===== src/wafp_ram.sv =====
// Generic single-port-write, registered-read RAM.
module wafp_ram #(
  parameter int unsigned Width = 8,
  parameter int unsigned Depth = 16
) (
  input  logic                          clk_i,
  input  logic                          we_i,
  input  logic [$clog2(Depth > 1 ? Depth : 2)-1:0] waddr_i,
  input  logic [Width-1:0]              wdata_i,
  input  logic [$clog2(Depth > 1 ? Depth : 2)-1:0] raddr_i,
  output logic [Width-1:0]              rdata_o
);

  logic [Width-1:0] mem_q [Depth];

  always_ff @(posedge clk_i) begin
    if (we_i) begin
      mem_q[waddr_i] <= wdata_i;
    end
    rdata_o <= mem_q[raddr_i];
  end

endmodule


===== config.mk =====
export PLATFORM = sky130hd
export DESIGN_NAME = wafp_ram
export DESIGN_NICKNAME = d
export VERILOG_FILES = /design/src/wafp_ram.sv
export SDC_FILE = /design/constraint.sdc
export NUM_CORES = 1
export LEC_CHECK = 0
export CAP_MARGIN = 30
export CORE_MARGIN = 1
export CORE_UTILIZATION = 50
export DETAILED_ROUTE_END_ITERATION = 10
export DONT_BUFFER_PORTS = 1
export SYNTH_ARGS = -nofsm -noshare
export SYNTH_HDL_FRONTEND = slang
export SYNTH_SLANG_ARGS = --single-unit

===== constraint.sdc =====
create_clock -name clk_i -period 2 [get_ports clk_i]
set_input_delay 0.3 -clock clk_i [delete_from_list [all_inputs] [get_ports clk_i]]
set_output_delay 0.3 -clock clk_i [all_outputs]
set_load 0.005 [all_outputs]

==> results.md <==
- Gr usage total: 0.216
- Worst path max stage delay: ~0.49 ns
- Total routed wirelength: between 10 and 15 mm
- N_diodes: 0
- Req. time, crit path: about 2.4 ns
- Area of the die: between 0.01 and 0.015 mm^2
- CP Max Fanout: 1
- Final #Nets: 281
- Vias in the first global route: 2508
- Synth top area cells: edfxtp_1 (75%), mux4_2 (7.9%), mux4_1 (7.1%), dfxtp_1 (3.1%), a22oi_1 (2.3%)
- Worst setup EP type: flip-flop
- Detailed Route Iter0 Violations: 160
- Clk pwr share: 0.475
- Yosys top cell area share: 0.747
- Leakage: 2.00 nW
- Count leader, synth: edfxtp_1
- Sequential Area: 0.00400 mm^2
- Mapped cell area: approximately 0.0051 mm^2
- Min-delay worst type: in -> reg
- First-pass GRT wire length: about 15 mm
- Final Critical Period: about 1.4 ns
- Multiplexer share of the synthesized area: 0.150
- Post-synth top flop: edfxtp_1
- Area growth syn-to-layout: 17.2%
- Sw Ratio: 0.190
- Compound-cell area share of the yosys netlist: 0.0233
- Xor and xnor fraction of the mapped netlist area: 0
- Multi-input logic area: approximately 0.0011 mm^2
- Pin count of the biggest net entering global routing: 33
- Chip Height: between 100 and 150 um
- Final worst slack: between 0.5 and 0.6 ns
- GRT overflow: 0
- Starting Density: 0.522
- Largest family of logic cells by synthesized area: multiplexers
- Number of vias per cell: roughly 5.8
- Count of flip-flops with a built-in enable after synthesis: 128
- Seq cells post-synth: roughly 140
- Clk_lat worst skew: 0.52 ns
- Pre-CTS setup slack: 0.497 ns
- Commonest cells in the netlist: edfxtp_1 (128), mux4_2 (18), a22oi_1 (16)
- Hold Fails Final Rpt: 0
- CP max-delay cell: mux4_2
- Share of layout cells above drive strength 1: 0.236
- Setup TNS: 0 ns
- IO buf count: 0
- Cts bufs inserted: 17
- Syn Inst Count: between 200 and 250
- Synth unique cells: 19
- Sequential share of the synthesized area: 0.778
- Final Skew: between 0.009 and 0.01 ns
- Top cell family by delay on the critical path: multiplexers
- Asr flop ratio synth: 0
- Synth Warn #: 0
- Io pins: 26
- Max-slew violations: 0
- WL/cell: 24.7 um
- Gpl congestion: 0.845
- Max Root-Sink Buffers: 2
- # DRC: 0
- Worst Tran Pin Value: about 0.65 ns
- Clock tree root driver cell: clkbuf_8
- Power Density: between 1000 and 1500 mW/mm^2
- NetSw: between 1 and 1.5 mW
- Fmax: between 700 and 800 MHz
- Post-Synth Simple-Gate Area: 0.0318
- Relative slew margins: 0.566
- Avg Cell Area, Syn: between 20 and 25 um^2
- Critical path type: reg -> reg
- Synth Net Count: 247
- Adder-cell share of the synthesized area: 0
- Initial antenna violation count: 0
- Cells after DPL: about 370
- Worst Setup SP: mem_q[2][6]
- RR Startpoint: mem_q[2][6]
- Maximum ir drop on the vdd rail: around 0.62 mV
- Crit path DAT: ~1.8 ns
- TritonCTS Sinks: 136
- Vias after detailed routing: between 2000 and 2500
- Post-detailed-route count of antenna-violating nets: 0
- Core Area: roughly 0.0099 mm^2
- Clock slew at reported path FFs: 0.06 ns
- Reg power frac: 0.490
- Final Non-Filler Cells: roughly 410
- Critical Path Start Type: flip-flop
- WHS: about 0.091 ns
- Biggest area consumer among synthesized cells: edfxtp_1
- Row Count: 36
- Fillers: roughly 700
- Max H-tree Level: 4
- HPWL Detailed: 6.35 mm
- Setup violators final: 0
- DRT Pass-1 Iters: 4
- Hold Path Origin: raddr_i[1]
- Post-CTS setup repair buffer count: 0
- Critical-path cell list: mux4_2 > a22oi_1 > nand2_1
- Max Cap Violations: 0
- Tcrit/Tclk final: 0.707
- CTS tree: built
- RSZ-0062 raised after global routing: false
- Worst path bufs/invs: 0
- Internal power: around 5.3 mW
- Comb pwr share: 0.034
- Die width: roughly 100 um
- Outcome: finished, final reports clean
==> cells by family after synthesis <==
kind of cell           count (synthesis)
flip-flops                           136
buffers and inverters                 10
AO/OA/AOI/OAI                         16
multiplexers                          32
AND/OR/NAND/NOR                       35
==> worst paths after layout <==
check	end	slack (ns)	depth (start not counted)
setup / recovery	rdata_o[6]	0.59	3
hold / removal	rdata_o[2]	0.09	3
setup reg to reg	rdata_o[6]	0.59	3
hold reg to reg	rdata_o[2]	0.68	3
==> state kept, by name, summed over array words and instances, names as in the netlist <==
name / count
mem_q: 128
rdata_o: 8
==> layout by cell type, fill, tap and decap left out, types with 3 or more instances in the layout <==
master,n
edfxtp_1,128
mux4_2,18
buf_4,17
a22oi_1,16
clkbuf_16,16
mux4_1,14
nor2_1,13
nand2_1,9
dlygate4sd3_1,8
dfxtp_1,8
nor3_1,4
clkinvlp_4,4
bufinv_16,4
clkinv_2,3
==> metal layers <==
metal  share of wire  global-route usage  vias up
met5               0                   0        -
li1                -                   -     1041
met2            0.51               0.345       94
met4           0.010              0.0856        0
met3           0.075              0.0726       10
met1            0.40               0.277     1227
==> power by group through the flow <==
stage                     clock network, mW  logic (mW)  registers (mW)
final                                  3.11       0.226            3.21
after global routing                   3.29       0.240            3.22
after global placement                    0       0.175            3.27
after floorplan                           0       0.162            3.26
after CTS                              3.16       0.228            3.21
after detailed placement                  0       0.177            3.27
==> area by class of cell <==
cell class                 count  area share
clock buffer                  18      0.0693
clock inverter                14      0.0301
multi-input combinational     83       0.175
sequential                   136       0.663
tap                          133      0.0276
timing repair buffer          25      0.0344
==> metrics by stage <==
stage	utilization	power, mW	cell area (um^2)
after global placement	0.543	3.44	5360
final	0.612	6.55	6030
after detailed placement	0.543	3.45	5360
after floorplan	-	3.42	5150
after global routing	0.612	6.75	6030
after CTS	0.612	6.60	6030
==> repair_timing <==
item,CTS,global route
hold endpoints to repair,128,0
hold buffers,8,0
gates resized for setup,0,0
==> worst register-to-register path: stages (launching register included) <==
cell and delay, ns:
edfxtp_1 0.37, mux4_2 0.49, a22oi_1 0.32, nand2_1 0.11
No activity file was read; power rests on OpenSTA's default activity.
